<file path="src/luma_contrast_normalizer_defines.svh">
// assertion macros shared by the luma contrast normalizer modules
// expects clk and rst_n in the scope of each use
`ifndef LUMA_CONTRAST_NORMALIZER_DEFINES_SVH
`define LUMA_CONTRAST_NORMALIZER_DEFINES_SVH

// same-cycle implication
`define LCN_ASSERT_IMP(lbl, ante, cons, msg) \
    lbl: assert property (@(posedge clk) disable iff (!rst_n) (ante) |-> (cons)) \
        else $error(msg);

// next-cycle implication
`define LCN_ASSERT_NXT(lbl, ante, cons, msg) \
    lbl: assert property (@(posedge clk) disable iff (!rst_n) (ante) |=> (cons)) \
        else $error(msg);

`endif

</file>
<file path="src/lcn_pkg.sv">
// types, widths and constants of the luma contrast normalizer
// used by every module of the block, no dependencies
package lcn_pkg;

    localparam int MAX_PIXELS  = 65536;
    localparam int CNT_W       = 17;
    localparam int SUM_W       = 24;
    localparam int SQ_W        = 32;
    localparam int DIV_W       = 33;
    localparam int DEN_W       = 17;
    localparam int PROD_W      = 17;
    localparam int STEP_W      = 6;
    localparam int VAR_W       = 17;
    localparam int ROOT_W      = 9;
    localparam int QUEUE_DEPTH = 2;
    localparam int QPTR_W      = $clog2(QUEUE_DEPTH);
    localparam int QCNT_W      = $clog2(QUEUE_DEPTH + 1);

    localparam logic [7:0] MID_LUMA = 8'd128;
    localparam logic [7:0] LUMA_MAX = 8'd255;

    localparam logic [STEP_W-1:0] ADJ_STEPS = STEP_W'(PROD_W);
    localparam logic [STEP_W-1:0] FIN_STEPS = STEP_W'(DIV_W);

    typedef enum logic
    {
        OP_MEASURE = 1'b0,
        OP_ADJUST  = 1'b1
    } lcn_op_t;

    typedef enum logic
    {
        KIND_PIXEL  = 1'b0,
        KIND_REPORT = 1'b1
    } lcn_kind_t;

    typedef enum logic [3:0]
    {
        ST_IDLE,
        ST_ADJ_MUL,
        ST_ADJ_DIV,
        ST_ADJ_WAIT,
        ST_MEAN_DIV,
        ST_MEAN_WAIT,
        ST_MS_DIV,
        ST_MS_WAIT,
        ST_VAR,
        ST_ROOT,
        ST_ROUND,
        ST_EMIT
    } lcn_state_t;

    typedef struct packed
    {
        lcn_op_t            op;
        logic [7:0]         luma;
        logic [7:0]         chroma_b;
        logic [7:0]         chroma_r;
        logic [8:0]         target;
        logic [CNT_W-1:0]   count;
        logic [SUM_W-1:0]   sum;
        logic [SQ_W-1:0]    sq_sum;
    } lcn_entry_t;

    typedef struct packed
    {
        logic               start;
        logic [DIV_W-1:0]   num;
        logic [DEN_W-1:0]   den;
        logic [STEP_W-1:0]  steps;
    } div_req_t;

    typedef struct packed
    {
        logic               busy;
        logic               done;
        logic [DIV_W-1:0]   quot;
    } div_rsp_t;

endpackage

</file>
<file path="src/lcn_front.sv">
// front end: request acceptance, statistics accumulation, queue writes
// depends on lcn_pkg
module lcn_front
(
    input  logic              clk,
    input  logic              rst_n,
    input  logic              in_valid,
    output logic              in_stall,
    input  logic              req_type,
    input  logic [7:0]        luma,
    input  logic [7:0]        chroma_b,
    input  logic [7:0]        chroma_r,
    input  logic              last,
    input  logic [8:0]        target_stddev,
    input  logic              q_full,
    output logic              q_push,
    output lcn_pkg::lcn_entry_t q_entry
);
    import lcn_pkg::*;

    logic [CNT_W-1:0] count_reg, count_next;
    logic [SUM_W-1:0] sum_reg, sum_next;
    logic [SQ_W-1:0]  sq_reg, sq_next;

    logic             accept;
    logic             room;
    logic [15:0]      sq16;
    lcn_op_t          op;
    logic [CNT_W-1:0] cnt_acc;
    logic [SUM_W-1:0] sum_acc;
    logic [SQ_W-1:0]  sq_acc;

    assign in_stall = q_full;
    assign accept   = in_valid && !in_stall;
    assign op       = lcn_op_t'(req_type);
    assign sq16     = 16'(luma) * 16'(luma);
    assign room     = count_reg < CNT_W'(MAX_PIXELS);

    always_comb
    begin
        cnt_acc = count_reg;
        sum_acc = sum_reg;
        sq_acc  = sq_reg;
        if (room)
        begin
            cnt_acc = count_reg + CNT_W'(1);
            sum_acc = sum_reg + SUM_W'(luma);
            sq_acc  = sq_reg + SQ_W'(sq16);
        end
    end

    always_comb
    begin
        count_next = count_reg;
        sum_next   = sum_reg;
        sq_next    = sq_reg;
        if (accept && op == OP_MEASURE)
        begin
            if (last)
            begin
                count_next = '0;
                sum_next   = '0;
                sq_next    = '0;
            end
            else
            begin
                count_next = cnt_acc;
                sum_next   = sum_acc;
                sq_next    = sq_acc;
            end
        end
    end

    always_comb
    begin
        q_push           = accept && (op == OP_ADJUST || last);
        q_entry.op       = op;
        q_entry.luma     = luma;
        q_entry.chroma_b = chroma_b;
        q_entry.chroma_r = chroma_r;
        q_entry.target   = target_stddev;
        q_entry.count    = cnt_acc;
        q_entry.sum      = sum_acc;
        q_entry.sq_sum   = sq_acc;
    end

    always_ff @(posedge clk or negedge rst_n)
    begin
        if (!rst_n)
        begin
            count_reg <= '0;
            sum_reg   <= '0;
            sq_reg    <= '0;
        end
        else
        begin
            count_reg <= count_next;
            sum_reg   <= sum_next;
            sq_reg    <= sq_next;
        end
    end

endmodule

</file>
<file path="src/lcn_queue.sv">
// short request queue between front and back ends
// depends on lcn_pkg and the assertion macro header
module lcn_queue
(
    input  logic                clk,
    input  logic                rst_n,
    input  logic                push,
    input  lcn_pkg::lcn_entry_t wr_entry,
    output logic                full,
    input  logic                pop,
    output logic                empty,
    output lcn_pkg::lcn_entry_t rd_entry
);
    import lcn_pkg::*;
    `include "luma_contrast_normalizer_defines.svh"

    lcn_entry_t        entries_reg [QUEUE_DEPTH];
    logic [QPTR_W-1:0] wr_ptr_reg, wr_ptr_next;
    logic [QPTR_W-1:0] rd_ptr_reg, rd_ptr_next;
    logic [QCNT_W-1:0] count_reg, count_next;

    assign full     = count_reg == QCNT_W'(QUEUE_DEPTH);
    assign empty    = count_reg == '0;
    assign rd_entry = entries_reg[rd_ptr_reg];

    always_comb
    begin
        wr_ptr_next = wr_ptr_reg;
        rd_ptr_next = rd_ptr_reg;
        count_next  = count_reg;
        if (push)
        begin
            wr_ptr_next = (wr_ptr_reg == QPTR_W'(QUEUE_DEPTH - 1)) ? '0
                                                                   : wr_ptr_reg + QPTR_W'(1);
        end
        if (pop)
        begin
            rd_ptr_next = (rd_ptr_reg == QPTR_W'(QUEUE_DEPTH - 1)) ? '0
                                                                   : rd_ptr_reg + QPTR_W'(1);
        end
        if (push && !pop)
        begin
            count_next = count_reg + QCNT_W'(1);
        end
        else if (pop && !push)
        begin
            count_next = count_reg - QCNT_W'(1);
        end
    end

    always_ff @(posedge clk)
    begin
        if (push)
        begin
            entries_reg[wr_ptr_reg] <= wr_entry;
        end
    end

    always_ff @(posedge clk or negedge rst_n)
    begin
        if (!rst_n)
        begin
            wr_ptr_reg <= '0;
            rd_ptr_reg <= '0;
            count_reg  <= '0;
        end
        else
        begin
            wr_ptr_reg <= wr_ptr_next;
            rd_ptr_reg <= rd_ptr_next;
            count_reg  <= count_next;
        end
    end

    `LCN_ASSERT_IMP(a_no_push_full, push, !full, "queue written while full")
    `LCN_ASSERT_IMP(a_no_pop_empty, pop, !empty, "queue read while empty")

endmodule

</file>
<file path="src/lcn_div.sv">
// restoring divider, one quotient bit per cycle, variable step count
// depends on lcn_pkg and the assertion macro header
module lcn_div
(
    input  logic              clk,
    input  logic              rst_n,
    input  lcn_pkg::div_req_t req,
    output lcn_pkg::div_rsp_t rsp
);
    import lcn_pkg::*;
    `include "luma_contrast_normalizer_defines.svh"

    logic [DIV_W-1:0]  num_reg;
    logic [DEN_W-1:0]  den_reg;
    logic [DEN_W-1:0]  rem_reg;
    logic [DIV_W-1:0]  quot_reg;
    logic [STEP_W-1:0] cnt_reg, cnt_next;
    logic              busy_reg, busy_next;
    logic              done_reg, done_next;

    logic [DEN_W:0]    rem_sh;
    logic [DEN_W:0]    rem_new;
    logic              fits;

    always_comb
    begin
        rem_sh  = {rem_reg, num_reg[DIV_W-1]};
        fits    = rem_sh >= {1'b0, den_reg};
        rem_new = fits ? rem_sh - {1'b0, den_reg} : rem_sh;
    end

    always_comb
    begin
        cnt_next  = cnt_reg;
        busy_next = busy_reg;
        done_next = 1'b0;
        if (req.start)
        begin
            cnt_next  = req.steps;
            busy_next = 1'b1;
        end
        else if (busy_reg)
        begin
            cnt_next = cnt_reg - STEP_W'(1);
            if (cnt_reg == STEP_W'(1))
            begin
                busy_next = 1'b0;
                done_next = 1'b1;
            end
        end
    end

    always_ff @(posedge clk)
    begin
        if (req.start)
        begin
            num_reg  <= req.num;
            den_reg  <= req.den;
            rem_reg  <= '0;
            quot_reg <= '0;
        end
        else if (busy_reg)
        begin
            num_reg  <= {num_reg[DIV_W-2:0], 1'b0};
            rem_reg  <= rem_new[DEN_W-1:0];
            quot_reg <= {quot_reg[DIV_W-2:0], fits};
        end
    end

    always_ff @(posedge clk or negedge rst_n)
    begin
        if (!rst_n)
        begin
            cnt_reg  <= '0;
            busy_reg <= 1'b0;
            done_reg <= 1'b0;
        end
        else
        begin
            cnt_reg  <= cnt_next;
            busy_reg <= busy_next;
            done_reg <= done_next;
        end
    end

    assign rsp.busy = busy_reg;
    assign rsp.done = done_reg;
    assign rsp.quot = quot_reg;

    `LCN_ASSERT_IMP(a_start_idle, req.start, !busy_reg, "divider started while busy")

endmodule

</file>
<file path="src/lcn_back.sv">
// back end: statistics finish, pixel adjustment, output register
// depends on lcn_pkg, lcn_div and the assertion macro header
module lcn_back
(
    input  logic                clk,
    input  logic                rst_n,
    input  logic                q_empty,
    input  lcn_pkg::lcn_entry_t q_entry,
    output logic                q_pop,
    output logic                out_valid,
    input  logic                out_stall,
    output logic                kind,
    output logic [7:0]          out_luma,
    output logic [7:0]          out_chroma_b,
    output logic [7:0]          out_chroma_r,
    output logic [7:0]          mean_luma,
    output logic [7:0]          std_luma
);
    import lcn_pkg::*;
    `include "luma_contrast_normalizer_defines.svh"

    lcn_state_t        state_reg, state_next;
    lcn_entry_t        entry_reg;
    logic [7:0]        mean_stat_reg;
    logic [7:0]        std_stat_reg;
    logic [PROD_W-1:0] prod_reg;
    logic              neg_reg;
    logic [7:0]        mean_tmp_reg;
    logic [VAR_W-1:0]  ms_reg;
    logic [VAR_W-1:0]  var_reg;
    logic [ROOT_W-1:0] root_reg;
    logic [3:0]        bit_reg;
    logic [7:0]        res_luma_reg;

    logic              out_valid_reg;
    lcn_kind_t         kind_reg;
    logic [7:0]        out_luma_reg, out_cb_reg, out_cr_reg, out_mean_reg, out_std_reg;

    div_req_t          div_req;
    div_rsp_t          div_rsp;
    logic              emit_load;
    logic              slot_free;

    logic [CNT_W-1:0]  n_eff;
    logic [DIV_W-1:0]  mean_num, ms_num;
    logic [8:0]        diff;
    logic [7:0]        mag;
    logic [PROD_W-1:0] prod;
    logic [7:0]        d_eff;
    logic [PROD_W-1:0] q17;
    logic [7:0]        adj_luma;
    logic [7:0]        mean_sat;
    logic [15:0]       mean_sq;
    logic [VAR_W:0]    var_s;
    logic [VAR_W-1:0]  var_fl;
    logic [ROOT_W-1:0] trial;
    logic [2*ROOT_W-1:0] trial_sq;
    logic [2*ROOT_W-1:0] root_sq;
    logic [ROOT_W:0]   root_rnd;
    logic [7:0]        root_sat;

    lcn_div u_div
    (
        .clk   (clk),
        .rst_n (rst_n),
        .req   (div_req),
        .rsp   (div_rsp)
    );

    assign slot_free = !out_valid_reg || !out_stall;

    // datapath helpers
    always_comb
    begin
        n_eff    = (entry_reg.count == '0) ? CNT_W'(1) : entry_reg.count;
        mean_num = DIV_W'(entry_reg.sum) + DIV_W'(n_eff >> 1);
        ms_num   = DIV_W'(entry_reg.sq_sum) + DIV_W'(n_eff >> 1);

        diff = {1'b0, entry_reg.luma} - {1'b0, mean_stat_reg};
        mag  = diff[8] ? 8'(-diff) : diff[7:0];
        prod = PROD_W'(mag) * PROD_W'(entry_reg.target);
        d_eff = (std_stat_reg == '0) ? 8'd1 : std_stat_reg;

        q17 = div_rsp.quot[PROD_W-1:0];
        if (neg_reg)
        begin
            adj_luma = (q17 > PROD_W'(MID_LUMA)) ? 8'd0 : 8'(PROD_W'(MID_LUMA) - q17);
        end
        else
        begin
            adj_luma = (q17 >= PROD_W'(MID_LUMA)) ? LUMA_MAX : 8'(PROD_W'(MID_LUMA) + q17);
        end

        mean_sat = (div_rsp.quot > DIV_W'(LUMA_MAX)) ? LUMA_MAX : div_rsp.quot[7:0];
        mean_sq  = 16'(mean_tmp_reg) * 16'(mean_tmp_reg);
        var_s    = {1'b0, ms_reg} - (VAR_W + 1)'(mean_sq);
        var_fl   = (var_s[VAR_W] || var_s == '0) ? VAR_W'(1) : var_s[VAR_W-1:0];

        trial    = root_reg | (ROOT_W'(1) << bit_reg);
        trial_sq = (2*ROOT_W)'(trial) * (2*ROOT_W)'(trial);
        root_sq  = (2*ROOT_W)'(root_reg) * (2*ROOT_W)'(root_reg) + (2*ROOT_W)'(root_reg);
        root_rnd = {1'b0, root_reg}
                   + (ROOT_W + 1)'((2*ROOT_W)'(var_reg) > root_sq);
        root_sat = (root_rnd > (ROOT_W + 1)'(LUMA_MAX)) ? LUMA_MAX : root_rnd[7:0];
    end

    // next state
    always_comb
    begin
        state_next = state_reg;
        case (state_reg)
            ST_IDLE:
            begin
                if (!q_empty)
                begin
                    state_next = (q_entry.op == OP_ADJUST) ? ST_ADJ_MUL : ST_MEAN_DIV;
                end
            end
            ST_ADJ_MUL:   state_next = ST_ADJ_DIV;
            ST_ADJ_DIV:   state_next = ST_ADJ_WAIT;
            ST_ADJ_WAIT:  state_next = div_rsp.done ? ST_EMIT : ST_ADJ_WAIT;
            ST_MEAN_DIV:  state_next = ST_MEAN_WAIT;
            ST_MEAN_WAIT: state_next = div_rsp.done ? ST_MS_DIV : ST_MEAN_WAIT;
            ST_MS_DIV:    state_next = ST_MS_WAIT;
            ST_MS_WAIT:   state_next = div_rsp.done ? ST_VAR : ST_MS_WAIT;
            ST_VAR:       state_next = ST_ROOT;
            ST_ROOT:      state_next = (bit_reg == '0) ? ST_ROUND : ST_ROOT;
            ST_ROUND:     state_next = ST_EMIT;
            ST_EMIT:      state_next = slot_free ? ST_IDLE : ST_EMIT;
            default:      state_next = ST_IDLE;
        endcase
    end

    // control outputs
    always_comb
    begin
        q_pop         = 1'b0;
        emit_load     = 1'b0;
        div_req.start = 1'b0;
        div_req.num   = mean_num;
        div_req.den   = DEN_W'(n_eff);
        div_req.steps = FIN_STEPS;
        case (state_reg)
            ST_IDLE:
            begin
                q_pop = !q_empty;
            end
            ST_ADJ_DIV:
            begin
                div_req.start = 1'b1;
                div_req.num   = DIV_W'(prod_reg) << (DIV_W - PROD_W);
                div_req.den   = DEN_W'(d_eff);
                div_req.steps = ADJ_STEPS;
            end
            ST_MEAN_DIV:
            begin
                div_req.start = 1'b1;
            end
            ST_MS_DIV:
            begin
                div_req.start = 1'b1;
                div_req.num   = ms_num;
            end
            ST_EMIT:
            begin
                emit_load = slot_free;
            end
            default:
            begin
                q_pop = 1'b0;
            end
        endcase
    end

    // working registers
    always_ff @(posedge clk)
    begin
        if (q_pop)
        begin
            entry_reg <= q_entry;
        end
        if (state_reg == ST_ADJ_MUL)
        begin
            prod_reg <= prod;
            neg_reg  <= diff[8];
        end
        if (state_reg == ST_ADJ_WAIT && div_rsp.done)
        begin
            res_luma_reg <= adj_luma;
        end
        if (state_reg == ST_MEAN_WAIT && div_rsp.done)
        begin
            mean_tmp_reg <= mean_sat;
        end
        if (state_reg == ST_MS_WAIT && div_rsp.done)
        begin
            ms_reg <= div_rsp.quot[VAR_W-1:0];
        end
        if (state_reg == ST_VAR)
        begin
            var_reg  <= var_fl;
            root_reg <= '0;
            bit_reg  <= 4'(ROOT_W - 1);
        end
        if (state_reg == ST_ROOT)
        begin
            if (trial_sq <= (2*ROOT_W)'(var_reg))
            begin
                root_reg <= trial;
            end
            bit_reg <= bit_reg - 4'd1;
        end
        if (emit_load)
        begin
            if (entry_reg.op == OP_ADJUST)
            begin
                kind_reg     <= KIND_PIXEL;
                out_luma_reg <= res_luma_reg;
                out_cb_reg   <= entry_reg.chroma_b;
                out_cr_reg   <= entry_reg.chroma_r;
            end
            else
            begin
                kind_reg     <= KIND_REPORT;
                out_luma_reg <= '0;
                out_cb_reg   <= '0;
                out_cr_reg   <= '0;
            end
            out_mean_reg <= mean_stat_reg;
            out_std_reg  <= std_stat_reg;
        end
    end

    always_ff @(posedge clk or negedge rst_n)
    begin
        if (!rst_n)
        begin
            state_reg     <= ST_IDLE;
            mean_stat_reg <= 8'd0;
            std_stat_reg  <= 8'd1;
            out_valid_reg <= 1'b0;
        end
        else
        begin
            state_reg <= state_next;
            if (state_reg == ST_ROUND)
            begin
                mean_stat_reg <= mean_tmp_reg;
                std_stat_reg  <= root_sat;
            end
            if (emit_load)
            begin
                out_valid_reg <= 1'b1;
            end
            else if (!out_stall)
            begin
                out_valid_reg <= 1'b0;
            end
        end
    end

    assign out_valid    = out_valid_reg;
    assign kind         = kind_reg;
    assign out_luma     = out_luma_reg;
    assign out_chroma_b = out_cb_reg;
    assign out_chroma_r = out_cr_reg;
    assign mean_luma    = out_mean_reg;
    assign std_luma     = out_std_reg;

    `LCN_ASSERT_IMP(a_std_nonzero, 1'b1, std_stat_reg != 8'd0, "stored deviation is zero")
    `LCN_ASSERT_IMP(a_done_waiting, div_rsp.done,
        state_reg == ST_ADJ_WAIT || state_reg == ST_MEAN_WAIT || state_reg == ST_MS_WAIT,
        "divider result outside a wait state")
    `LCN_ASSERT_NXT(a_emit_lands, emit_load, out_valid_reg && state_reg == ST_IDLE,
        "emitted result not in output register")

endmodule

</file>
<file path="src/luma_contrast_normalizer.sv">
// Luma contrast normalizer top level.
// Input channel: in_valid / in_stall with req_type, luma, chroma_b, chroma_r,
// last and target_stddev. A request is taken when in_valid is high and
// in_stall is low.
// Measure requests add luma to the chip statistics in the front end, one per
// cycle while in_stall is low, and give no result unless marked last. A last
// measure is queued and, after it leaves the queue, yields a report (kind 1)
// with the new rounded mean and deviation, from two 33-step divisions and a
// 9-step square root.
// Adjust requests yield one pixel (kind 0) after leaving the queue, using
// the 17-step shared divider; the back end takes no new request from the
// queue until the previous result has been loaded into the output register.
// A two-entry queue sits between front and back; in_stall is high while it
// is full. Results leave through out_valid / out_stall from an output
// register; while out_stall is high the result holds and the back end waits
// after finishing the next one.
// Reset clears the statistics, sets the stored mean to 0 and the stored
// deviation to 1, and empties the queue and output register.
// depends on lcn_pkg, lcn_front, lcn_queue, lcn_div, lcn_back
module luma_contrast_normalizer
(
    input  logic       clk,
    input  logic       rst_n,
    input  logic       in_valid,
    output logic       in_stall,
    input  logic       req_type,
    input  logic [7:0] luma,
    input  logic [7:0] chroma_b,
    input  logic [7:0] chroma_r,
    input  logic       last,
    input  logic [8:0] target_stddev,
    output logic       out_valid,
    input  logic       out_stall,
    output logic       kind,
    output logic [7:0] out_luma,
    output logic [7:0] out_chroma_b,
    output logic [7:0] out_chroma_r,
    output logic [7:0] mean_luma,
    output logic [7:0] std_luma
);
    import lcn_pkg::*;

    logic       q_full, q_empty, q_push, q_pop;
    lcn_entry_t wr_entry, rd_entry;

    lcn_front u_front
    (
        .clk           (clk),
        .rst_n         (rst_n),
        .in_valid      (in_valid),
        .in_stall      (in_stall),
        .req_type      (req_type),
        .luma          (luma),
        .chroma_b      (chroma_b),
        .chroma_r      (chroma_r),
        .last          (last),
        .target_stddev (target_stddev),
        .q_full        (q_full),
        .q_push        (q_push),
        .q_entry       (wr_entry)
    );

    lcn_queue u_queue
    (
        .clk      (clk),
        .rst_n    (rst_n),
        .push     (q_push),
        .wr_entry (wr_entry),
        .full     (q_full),
        .pop      (q_pop),
        .empty    (q_empty),
        .rd_entry (rd_entry)
    );

    lcn_back u_back
    (
        .clk          (clk),
        .rst_n        (rst_n),
        .q_empty      (q_empty),
        .q_entry      (rd_entry),
        .q_pop        (q_pop),
        .out_valid    (out_valid),
        .out_stall    (out_stall),
        .kind         (kind),
        .out_luma     (out_luma),
        .out_chroma_b (out_chroma_b),
        .out_chroma_r (out_chroma_r),
        .mean_luma    (mean_luma),
        .std_luma     (std_luma)
    );

endmodule
</file>
<file path="config.mk">
export PLATFORM = sky130hd
export DESIGN_NAME = luma_contrast_normalizer
export DESIGN_NICKNAME = d
export VERILOG_FILES = /design/src/lcn_pkg.sv /design/src/lcn_front.sv /design/src/lcn_queue.sv /design/src/lcn_div.sv /design/src/lcn_back.sv /design/src/luma_contrast_normalizer.sv
export VERILOG_INCLUDE_DIRS = /design/src /design/src/src
export SDC_FILE = /design/constraint.sdc
export NUM_CORES = 2
export LEC_CHECK = 0
export ABC_AREA = 1
export BUFFER_PORTS_ARGS = -buffer_cell sky130_fd_sc_hd__clkbuf_2
export CAP_MARGIN = 30
export CORE_MARGIN = 5
export CORE_UTILIZATION = 57
export CTS_CLUSTER_SIZE = 30
export DETAILED_ROUTE_END_ITERATION = 7
export PLACE_DENSITY = 0.69
export SLEW_MARGIN = 20
export SYNTH_ARGS = -nofsm -noshare
export SYNTH_HDL_FRONTEND = slang
export SYNTH_SLANG_ARGS = --single-unit
</file>
<file path="constraint.sdc">
create_clock -name clk -period 8.3 [get_ports clk]
set_input_delay 0.83 -clock clk [delete_from_list [all_inputs] [get_ports clk]]
set_output_delay 0.83 -clock clk [all_outputs]
set_load 0.03 [all_outputs]
</file>
==> results.toml <==
[timing]
fin_worst_skew_ps = 29.8
slew_headroom_pct = 34.2
grt_setup_unrepaired = "false"
setup-violations-final = 0
hold_viol_final = 0
period_share_pct = 90.9
max_freq_ghz = 0.133
tightest_slew_ps = 976
period_needed_ps = 7540
drv_slew = 0
fin_setup_tns_ps = 0

[route]
vias_per_cell = 5.34
wire_per_inst_um = 16.8
route.detailed.drc = 0
postRouteAntennaNets = 0
drt-initial-drc-count = 2347
drtPass1Iterations = 5
via_count = 31700
drt_wl_total_um = 99600

[worst_setup_path]
crit_type = "register to register"
crit_required_ps = 8760
slowest_delay_ps = 590
cp-start-kind = "register"
cp_common_cell = "nand2_1"
cp_max_fo = 12
arrival_ps = 8000
critPathSlowestCell = "fa_1"
crit_path_end_kind = "register"

[die]
rows = 100
die_h_um = 283
initial_core_util_pct = 57.3
die_area_sq_um = 80200
die_x_um = 283
io_pins = 82
fp.coreArea_sq_um = 74200

[synth]
ys.flop_type = "edfxtp_1"
synth_top_area_share_pct = 34.2
synth_cells = 4851
synth_common_cells = "1374 x nand2_1, 813 x inv_1, 484 x edfxtp_1"
synth_warnings = 0
yosys.area.top_type = "edfxtp_1"
synth_seq_area_share_pct = 43.2
synth_area_leaders = "edfxtp_1 34%, nand2_1 12%, ha_1 9.2%"
synth_edf_count = 484
synth.most_common_cell = "nand2_1"
yosysUniqueCellTypes = 59
syn_area_sq_um = 42500
synthArstFlopShare_pct = 16.3
ys_ff_latch = 649
synth_area_per_cell_sq_um = 8.76
synth_nets = 5396

[cells_and_area]
largest_reg_flops = 214
drive_gt1_share_pct = 5.86
seqCellArea_sq_um = 18400
areaGrowthSynthToFinish_pct = 8.99
final_nets = 5455
multi_input_area_sq_um = 20600
fillers = 6315
stdcell_count = 5938

[status]
status = "completed"

[clock_tree]
clock_latency_ps = 620
clock-root-buffer = "clkbuf_16"
ctsHtreeMaxLevel = 3
cts.sinks = 649
cts_made_buffers = 71
max-clock-path-buffers = 3
cts_tree = "done"
path_clk_slew_ps = 60

[grt]
antenna_found_initial = 2
track_usage_pct = 24.9
grt_max_degree = 83
overflow = 0
grt_pass1_wl_um = 162000
grt_pass1_vias = 30900

[placed_design]
io_buffers = 81
place_hpwl_um = 74500
dp.cells = 5805
gp_congestion = 0.893

[flow_run]
max_cap_viol_count = 0

[hold_path]
hold_class = "input pin to asynchronous set/reset pin"
[critical path, delay by kind of cell (launching register included)]
family / cells / cell delay (ps)
buffers and inverters: 5 / 260
AND/OR/NAND/NOR: 17 / 1510
AO/OA/AOI/OAI: 3 / 1040
flip-flops: 1 / 580
adder cells (fa/ha/maj): 9 / 3650
XOR/XNOR: 2 / 300
[what timing repair did]
| action | CTS | global route |
|---|---|---|
| endpoints found under the hold margin | 0 | 0 |
| hold buffers | 0 | 0 |
| gates resized for setup | 0 | 1 |
| setup buffers | 0 | 0 |
| setup endpoints to repair | 0 | 6 |
[stage by stage]
step	util (%)	cell area [sq um]	hold slack, ps	setup WS (ps)
2_1_floorplan	-	42500	408	1010
3_3_place_gp	59.2	43900	413	693
3_5_place_dp	59.2	44000	415	610
4_1_cts	62.4	46300	315	536
5_1_grt	62.5	46300	372	101
6_report	62.5	46300	305	755
[area by class of cell]
class | instances | area share, %
multi-input combinational | 3246 | 44.4
timing repair buffer | 114 | 1.52
inverter | 828 | 6.71
clock inverter | 40 | 0.891
sequential | 649 | 39.6
clock buffer | 91 | 4.17
tap | 969 | 2.62
antenna | 1 | 0.00540
[placed cells by master, fill, tap and decap left out, types with 13 or more instances in the layout]
cell type,Yosys,layout
ha_1,314,314
o21bai_1,15,15
nand4_1,64,64
a21o_1,14,14
o22ai_1,55,55
or2_2,15,15
clkbuf_16,0,72
nand2_1,1374,1374
xnor2_1,37,37
clkbuf_1,109,13
nor3_1,51,49
dfrtp_1,105,104
a31oi_1,32,31
nor4_1,19,19
clkbuf_2,0,80
edfxtp_1,484,484
inv_1,813,812
fa_1,192,192
buf_4,1,31
nand3_1,211,211
o21ai_0,165,165
a21oi_1,184,183
clkinv_2,0,19
xor2_1,95,95
nor2_1,310,305
dfxtp_1,59,59
nand3b_1,13,13
[final timing paths]
kind                       slack, ps                                   end  depth (start not counted)                                   from
max reg2reg                      760    u_back.std_stat_reg[3]$_DFFE_PN0N_                         36             u_back.root_reg[0]$_DFF_P_
min in group clk                 400  u_queue.entries_reg[0][95]$_DFFE_PP_                          1                            chroma_b[5]
max in group asynchronous       6700    u_back.std_stat_reg[5]$_DFFE_PN0N_                          2                                  rst_n
max                              760    u_back.std_stat_reg[3]$_DFFE_PN0N_                         36             u_back.root_reg[0]$_DFF_P_
min                              300        u_front.sq_reg[20]$_DFFE_PN0P_                          1                                  rst_n
min reg2reg                      430            u_back.ms_reg[9]$_DFFE_PP_                          0  u_back.u_div.quot_reg[9]$_SDFFE_PN0P_
[cells by family after synthesis]
logic type / synth area share [%]
fa+ha+maj: 18.3
simple gates: 20.1
buf+inv: 8.50
compound gates: 6.80
xor+xnor: 3.01
flops: 43.2
mux: 0.0530
[per-layer routing]
| layer | GRT usage, % | part of all wire [%] | vias up |
|---|---|---|---|
| li1 | - | - | 15800 |
| met4 | 6.12 | 2.2 | 2 |
| met3 | 3.34 | 5.1 | 129 |
| met2 | 40.1 | 46 | 689 |
| met5 | 0 | 0.013 | - |
| met1 | 36.2 | 47 | 15100 |
Power is not shown: default switching activity piles up to over one toggle a cycle in this logic, so the estimate is an artifact.
